[config.mk]
export PLATFORM = sky130hd
export DESIGN_NAME = pid_controller_clamped
export DESIGN_NICKNAME = d
export VERILOG_FILES = /design/src/rtl/pcc_pkg.sv /design/src/rtl/pcc_cfg.sv /design/src/rtl/pcc_mul.sv /design/src/rtl/pid_controller_clamped.sv
export VERILOG_INCLUDE_DIRS = /design/src /design/src/rtl
export SDC_FILE = /design/constraint.sdc
export NUM_CORES = 2
export LEC_CHECK = 0
export BUFFER_PORTS_ARGS = -buffer_cell sky130_fd_sc_hd__buf_2
export CELL_PAD_IN_SITES_DETAIL_PLACEMENT = 0
export CELL_PAD_IN_SITES_GLOBAL_PLACEMENT = 1
export CORE_ASPECT_RATIO = 1.2
export CORE_MARGIN = 2
export CORE_UTILIZATION = 40
export CTS_CLUSTER_SIZE = 20
export DETAILED_ROUTE_END_ITERATION = 16
export GPL_TIMING_DRIVEN = 0
export PLACE_DENSITY_LB_ADDON = 0.1
export SLEW_MARGIN = 20
export SYNTH_ARGS = -nofsm -noshare
export SYNTH_HDL_FRONTEND = slang
export SYNTH_HIERARCHICAL = 1
export SYNTH_SLANG_ARGS = --single-unit
[constraint.sdc]
create_clock -name clk -period 11.53 [get_ports clk]
set_input_delay 2.306 -clock clk [delete_from_list [all_inputs] [get_ports clk]]
set_output_delay 2.306 -clock clk [all_outputs]
set_load 0.02 [all_outputs]
[src/rtl/pid_controller_clamped_defines.svh]
// Assertion macros shared by the RTL files of the clamped PID controller.
// Included by bare file name from any module that carries checks.
`ifndef PID_CONTROLLER_CLAMPED_DEFINES_SVH
`define PID_CONTROLLER_CLAMPED_DEFINES_SVH

// Same-cycle implication under reset.
`define PCC_ASSERT_NOW(label, ck, rn, ante, cons) \
	label: assert property (@(posedge ck) disable iff (!rn) (ante) |-> (cons)) \
		else $error("pcc: same-cycle check failed");

// Next-cycle implication under reset.
`define PCC_ASSERT_NEXT(label, ck, rn, ante, cons) \
	label: assert property (@(posedge ck) disable iff (!rn) (ante) |=> (cons)) \
		else $error("pcc: next-cycle check failed");

`endif

[src/rtl/pcc_pkg.sv]
// Package of the clamped PID controller: register indexes, the register
// file struct and the symmetric clamp function. No dependencies.
`default_nettype none

package pcc_pkg;

	localparam logic [2:0] REG_GAIN_P    = 3'd0;
	localparam logic [2:0] REG_GAIN_I    = 3'd1;
	localparam logic [2:0] REG_GAIN_D    = 3'd2;
	localparam logic [2:0] REG_INT_LIM   = 3'd3;
	localparam logic [2:0] REG_DER_LIM   = 3'd4;
	localparam logic [2:0] REG_OUT_LIM   = 3'd5;
	localparam logic [2:0] REG_PERIOD    = 3'd6;
	localparam logic [2:0] REG_RATE      = 3'd7;

	localparam logic [16:0] PERIOD_RESET = 17'h10000;
	localparam logic [23:0] RATE_RESET   = 24'd1;

	typedef struct packed {
		logic signed [31:0] gain_proportional;
		logic signed [31:0] gain_integral;
		logic signed [31:0] gain_derivative;
		logic [30:0]        integral_limit;
		logic [30:0]        derivative_limit;
		logic [30:0]        output_limit;
		logic [16:0]        sample_period;
		logic [23:0]        sample_rate;
	} cfg_t;

	function automatic logic signed [31:0] clamp_sym(input logic signed [57:0] v,
		input logic [30:0] lim);
		logic signed [57:0] hi;
		logic signed [57:0] lo;
		hi = $signed({27'b0, lim});
		lo = -hi;
		if (v > hi) begin
			return hi[31:0];
		end else if (v < lo) begin
			return lo[31:0];
		end else begin
			return v[31:0];
		end
	endfunction

endpackage

`default_nettype wire

[src/rtl/pcc_cfg.sv]
// Configuration register file of the clamped PID controller.
// Depends on pcc_pkg for register indexes, reset values and cfg_t.
`default_nettype none

module pcc_cfg (
	input  wire logic         clk,
	input  wire logic         arst_n,
	input  wire logic         cfg_valid,
	output logic              cfg_ready,
	input  wire logic [2:0]   cfg_index,
	input  wire logic [31:0]  cfg_data,
	output pcc_pkg::cfg_t     regs
);

	pcc_pkg::cfg_t regs_q;

	assign cfg_ready = 1'b1;
	assign regs      = regs_q;

	always_ff @(posedge clk or negedge arst_n) begin
		if (!arst_n) begin
			regs_q.gain_proportional <= '0;
			regs_q.gain_integral     <= '0;
			regs_q.gain_derivative   <= '0;
			regs_q.integral_limit    <= '0;
			regs_q.derivative_limit  <= '0;
			regs_q.output_limit      <= '0;
			regs_q.sample_period     <= pcc_pkg::PERIOD_RESET;
			regs_q.sample_rate       <= pcc_pkg::RATE_RESET;
		end else if (cfg_valid && cfg_ready) begin
			unique case (cfg_index)
				pcc_pkg::REG_GAIN_P:  regs_q.gain_proportional <= cfg_data;
				pcc_pkg::REG_GAIN_I:  regs_q.gain_integral     <= cfg_data;
				pcc_pkg::REG_GAIN_D:  regs_q.gain_derivative   <= cfg_data;
				pcc_pkg::REG_INT_LIM: regs_q.integral_limit    <= cfg_data[30:0];
				pcc_pkg::REG_DER_LIM: regs_q.derivative_limit  <= cfg_data[30:0];
				pcc_pkg::REG_OUT_LIM: regs_q.output_limit      <= cfg_data[30:0];
				pcc_pkg::REG_PERIOD:  regs_q.sample_period     <= cfg_data[16:0];
				pcc_pkg::REG_RATE:    regs_q.sample_rate       <= cfg_data[23:0];
				default: ;
			endcase
		end
	end

endmodule

`default_nettype wire

[src/rtl/pcc_mul.sv]
// Shared signed 33 by 33 multiplier with a registered product.
// Used by the sequencer in pid_controller_clamped; no package dependency.
`default_nettype none

module pcc_mul (
	input  wire logic               clk,
	input  wire logic               en,
	input  wire logic signed [32:0] a,
	input  wire logic signed [32:0] b,
	output logic signed [65:0]      prod_q
);

	always_ff @(posedge clk) begin
		if (en) begin
			prod_q <= a * b;
		end
	end

endmodule

`default_nettype wire

[src/rtl/pid_controller_clamped.sv]
// Top level of the clamped PID controller: sequencer and datapath around
// one shared multiplier. Depends on pcc_pkg, pcc_cfg, pcc_mul and the defines header.
//
// Channel   Direction  Payload
// s_axis    in         tdata[31:0] setpoint, tdata[63:32] measurement
// m_axis    out        tdata[31:0] drive
// cfg       in         cfg_index register number, cfg_data value
//
// The drive takes five passes through the single multiplier plus the final sum
// and clamp; ST_FIN holds the drive back until m_axis is free, and the next tick
// is taken only after ST_FIN has handed the drive to the result register.
// A new tick is taken only when the sequencer is idle; the result register lets
// the next tick start while the previous drive still waits on m_axis.
// Reset clears integral, previous error and output valid; cfg registers take defaults.
`default_nettype none

`include "pid_controller_clamped_defines.svh"

module pid_controller_clamped (
	input  wire logic        clk,
	input  wire logic        arst_n,
	input  wire logic        s_axis_tvalid,
	output logic             s_axis_tready,
	input  wire logic [63:0] s_axis_tdata,  // [31:0] setpoint, [63:32] measurement
	output logic             m_axis_tvalid,
	input  wire logic        m_axis_tready,
	output logic [31:0]      m_axis_tdata,  // [31:0] drive
	input  wire logic        cfg_valid,
	output logic             cfg_ready,
	input  wire logic [2:0]  cfg_index,
	input  wire logic [31:0] cfg_data
);

	typedef enum logic [6:0] {
		ST_IDLE  = 7'b0000001,
		ST_M_INT = 7'b0000010,
		ST_M_DER = 7'b0000100,
		ST_M_P   = 7'b0001000,
		ST_M_I   = 7'b0010000,
		ST_M_D   = 7'b0100000,
		ST_FIN   = 7'b1000000
	} state_t;

	state_t             state_q;
	pcc_pkg::cfg_t      regs;
	logic signed [31:0] e_q;
	logic signed [31:0] prev_q;
	logic signed [32:0] diff_q;
	logic signed [31:0] integ_q;
	logic signed [31:0] deriv_q;
	logic signed [49:0] acc_q;
	logic [31:0]        drive_q;
	logic               out_valid_q;

	logic signed [32:0] err_wide;
	logic signed [31:0] err_sat;
	logic signed [32:0] mul_a;
	logic signed [32:0] mul_b;
	logic               mul_en;
	logic signed [65:0] prod_q;
	logic signed [49:0] term;
	logic signed [57:0] int_sum;
	logic signed [49:0] out_sum;
	logic               out_free;
	logic               in_fire;

	pcc_cfg u_cfg (
		.clk       (clk),
		.arst_n    (arst_n),
		.cfg_valid (cfg_valid),
		.cfg_ready (cfg_ready),
		.cfg_index (cfg_index),
		.cfg_data  (cfg_data),
		.regs      (regs)
	);

	pcc_mul u_mul (
		.clk    (clk),
		.en     (mul_en),
		.a      (mul_a),
		.b      (mul_b),
		.prod_q (prod_q)
	);

	assign s_axis_tready = (state_q == ST_IDLE);
	assign in_fire       = s_axis_tvalid && s_axis_tready;
	assign m_axis_tvalid = out_valid_q;
	assign m_axis_tdata  = drive_q;
	assign out_free      = !out_valid_q || m_axis_tready;

	assign err_wide = $signed({s_axis_tdata[31], s_axis_tdata[31:0]})
		- $signed({s_axis_tdata[63], s_axis_tdata[63:32]});

	always_comb begin
		if (err_wide[32] != err_wide[31]) begin
			err_sat = err_wide[32] ? 32'sh8000_0000 : 32'sh7fff_ffff;
		end else begin
			err_sat = err_wide[31:0];
		end
	end

	assign mul_en = (state_q == ST_M_INT) || (state_q == ST_M_DER) || (state_q == ST_M_P)
		|| (state_q == ST_M_I) || (state_q == ST_M_D);

	always_comb begin
		unique case (state_q)
			ST_M_INT: begin
				mul_a = {e_q[31], e_q};
				mul_b = {16'b0, regs.sample_period};
			end
			ST_M_DER: begin
				mul_a = diff_q;
				mul_b = {9'b0, regs.sample_rate};
			end
			ST_M_P: begin
				mul_a = {regs.gain_proportional[31], regs.gain_proportional};
				mul_b = {e_q[31], e_q};
			end
			ST_M_I: begin
				mul_a = {regs.gain_integral[31], regs.gain_integral};
				mul_b = {integ_q[31], integ_q};
			end
			ST_M_D: begin
				mul_a = {regs.gain_derivative[31], regs.gain_derivative};
				mul_b = {deriv_q[31], deriv_q};
			end
			default: begin
				mul_a = '0;
				mul_b = '0;
			end
		endcase
	end

	// Dropping 16 fraction bits of a two's complement product rounds toward minus infinity.
	assign term    = {{2{prod_q[63]}}, prod_q[63:16]};
	assign int_sum = $signed({{26{integ_q[31]}}, integ_q})
		+ $signed({{25{prod_q[48]}}, prod_q[48:16]});
	assign out_sum = acc_q + term;

	always_ff @(posedge clk or negedge arst_n) begin
		if (!arst_n) begin
			state_q     <= ST_IDLE;
			prev_q      <= '0;
			integ_q     <= '0;
			out_valid_q <= 1'b0;
		end else begin
			if (m_axis_tvalid && m_axis_tready && !((state_q == ST_FIN) && out_free)) begin
				out_valid_q <= 1'b0;
			end
			unique case (state_q)
				ST_IDLE: begin
					if (in_fire) begin
						state_q <= ST_M_INT;
					end
				end
				ST_M_INT: begin
					prev_q  <= e_q;
					state_q <= ST_M_DER;
				end
				ST_M_DER: begin
					integ_q <= pcc_pkg::clamp_sym(int_sum, regs.integral_limit);
					state_q <= ST_M_P;
				end
				ST_M_P: begin
					state_q <= ST_M_I;
				end
				ST_M_I: begin
					state_q <= ST_M_D;
				end
				ST_M_D: begin
					state_q <= ST_FIN;
				end
				ST_FIN: begin
					if (out_free) begin
						out_valid_q <= 1'b1;
						state_q     <= ST_IDLE;
					end
				end
				default: begin
					state_q <= ST_IDLE;
				end
			endcase
		end
	end

	always_ff @(posedge clk) begin
		if (in_fire) begin
			e_q <= err_sat;
		end
		if (state_q == ST_M_INT) begin
			diff_q <= $signed({e_q[31], e_q}) - $signed({prev_q[31], prev_q});
		end
		if (state_q == ST_M_P) begin
			deriv_q <= pcc_pkg::clamp_sym(prod_q[57:0], regs.derivative_limit);
		end
		if (state_q == ST_M_I) begin
			acc_q <= term;
		end
		if (state_q == ST_M_D) begin
			acc_q <= out_sum;
		end
		if ((state_q == ST_FIN) && out_free) begin
			drive_q <= pcc_pkg::clamp_sym({{8{out_sum[49]}}, out_sum}, regs.output_limit);
		end
	end

	`PCC_ASSERT_NEXT(a_accept_starts, clk, arst_n, in_fire, state_q == ST_M_INT)
	`PCC_ASSERT_NOW(a_prev_updated, clk, arst_n, state_q == ST_M_DER, prev_q == e_q)
	`PCC_ASSERT_NEXT(a_fin_delivers, clk, arst_n, (state_q == ST_FIN) && out_free,
		m_axis_tvalid && (state_q == ST_IDLE))
	`PCC_ASSERT_NOW(a_drive_clamped, clk, arst_n, m_axis_tvalid,
		($signed(drive_q) <= $signed({1'b0, regs.output_limit}))
		&& ($signed(drive_q) >= -$signed({1'b0, regs.output_limit})))

endmodule

`default_nettype wire
==> metrics <==
Total GRT Usage=between 30% and 40%; CP max-delay cell=clkbuf_2; critical path's largest stage delay=0.63 ns; Vias/cell=5.609; Initial Util=40.22%; DRT antenna net count=0; global-route wire length before repair=480300 um; Setup WS pre-CTS=-1.563 ns; area of the core=193600 um^2; layout cells sized above 1=9.375%; area occupied by multi-input gates=56340 um^2; Final WS setup=~0.14 ns; slew at the pin with the worst max-slew slack=about 1.2 ns; I/O pin total=approximately 140; wirelength, routed=approximately 340000 um; DRT Pass-1 Iters=6; Max clock buf depth=3; Rows=approximately 180; Clock Skew=0.05754 ns; input/output buffers=133; Clock Tree Root=clkbuf_16; total congestion overflow=0; critical path arrival=about 12 ns; clk slew on worst S/H paths=approximately 0.07 ns; Lkg Pwr=41.88 nW; cell count after synthesis=about 8300; Detail Placement HPWL=approximately 270000 um; setup tns final=0 ns; Critical Path RT=~12 ns; initial antenna violation count=37; register area=14860 um^2; Hold Fails Final Rpt=0; status=completed; die width=406.7 um; TritonCTS buffer count=55; critical path's top delay family=adder cells; Area Overhead vs Synth=8.724%; critical path class=flop to flop; cell area after placement=82100 um^2; routability cong.=1.004; worst rel slew slack=23.04%; power per cell area=136.0 nW/um^2; detailed-route via count=62790; Finished Core Util=43.73%; cell mode on critical path=fa_1; Routed WL per cell=30.08 um; Max Slew Vio Count=0; crit start category=flop; f_max=87.79 MHz; final worst path period need=11.39 ns; area of the mapped netlist=77850 um^2; TritonCTS Sinks=545; fillers=19470; Min-Delay Path Class=flop to flop; worst hold slack=0.4973 ns; H-Tree Depth=2; final setup vio count=0; clk_lat worst skew=0.71 ns; DRC=0; CTS hold repair buffers=0; Cells after DPL=11060; most frequent cells in the layout=1413 x inv_1, 1136 x fa_1, 974 x nand2_1; final worst path period share=between 90 and 100%; crit end category=flop; number of global-route vias before repair=65750; peak supply drop=0.1408 mV; Nets=10380; Mapped Avg Cell Area=around 9.4 um^2; TritonCTS clock tree=yes; Yosys Warn Count=6; maximum number of pins on one net before global-route repair=89; die height=487.3 um; Net Count, Synth=between 10000 and 15000; Non-Filler Instances=between 10000 and 15000; Max Cap Viol=0; most common cell after layout, fill and taps aside=inv_1; worst-path maximum fanout=10; Design Area, Final=84640 um^2; full die area=198200 um^2; Buf/Inv on CP=9; Total Power=~12 mW; initial detailed-routing violation count=5009
==> worst register-to-register path: cells and delay by family (launching register included) <==
kind | cells | cell delay [ns]
adders and majority gates | 9 | 4.55
and+or+nand+nor | 7 | 2.28
buffers and inverters | 9 | 2.17
AOI/OAI and AO/OA | 6 | 1.54
DFF | 1 | 0.49
xor gates and xnor gates | 1 | 0.10
==> final cells by class <==
type                       instances  area share [%]
sequential                       545           17.55
antenna                           22         0.06505
multi-input combinational       5949           66.57
clock buffer                      73           1.777
tap                             2595           3.836
clock inverter                    31          0.4361
timing repair buffer             156           1.202
buffer                           403           2.253
inverter                        1419           6.306
==> sequential cells by signal, summed over array words and instances (netlist names) <==
signal,count
acc_q,50
deriv_q,32
diff_q,33
e_q,32
integ_q,32
m_axis_tdata,32
m_axis_tvalid,1
prev_q,32
state_q,7
u_cfg/regs,230
u_mul/prod_q,64
==> report_power, final <==
group          total (mW)  switching (mW)  leakage [nW]  internal (mW)
registers            3.09           0.527          5.90           2.56
logic                6.48            4.25          35.1           2.24
clock network        1.94           0.911         0.901           1.03
total                11.5            5.68          41.9           5.83
==> path summary, 6_finish.rpt <==
path	start	to	slack, ns	depth (start not counted)
min in group asynchronous	arst_n	u_cfg/regs[106]	1.51	1
min	u_cfg/regs[212]	u_cfg/regs[212]	0.50	1
min reg2reg	u_cfg/regs[212]	u_cfg/regs[212]	0.50	1
max reg2reg	state_q[3]	u_mul/prod_q[62]	0.14	32
max	state_q[3]	u_mul/prod_q[62]	0.14	32
max in group asynchronous	arst_n	u_cfg/regs[100]	8.58	3
==> routing by layer <==
layer / routed length, um / GRT usage, % / vias up
met5: 54 / 0 / -
met3: 20160 / 4.935 / 751
met2: 159600 / 56.84 / 2304
li1: - / - / 27430
met4: 24940 / 20.97 / 8
met1: 131900 / 41.91 / 32290
==> timing repair <==
action | 4_1_cts | 5_1_grt
gates resized for setup | 146 | 152
pin swaps | 1 | 4
setup endpoints to repair | 38 | 33
setup buffers | 3 | 8
(Power assumes the default switching activity.)
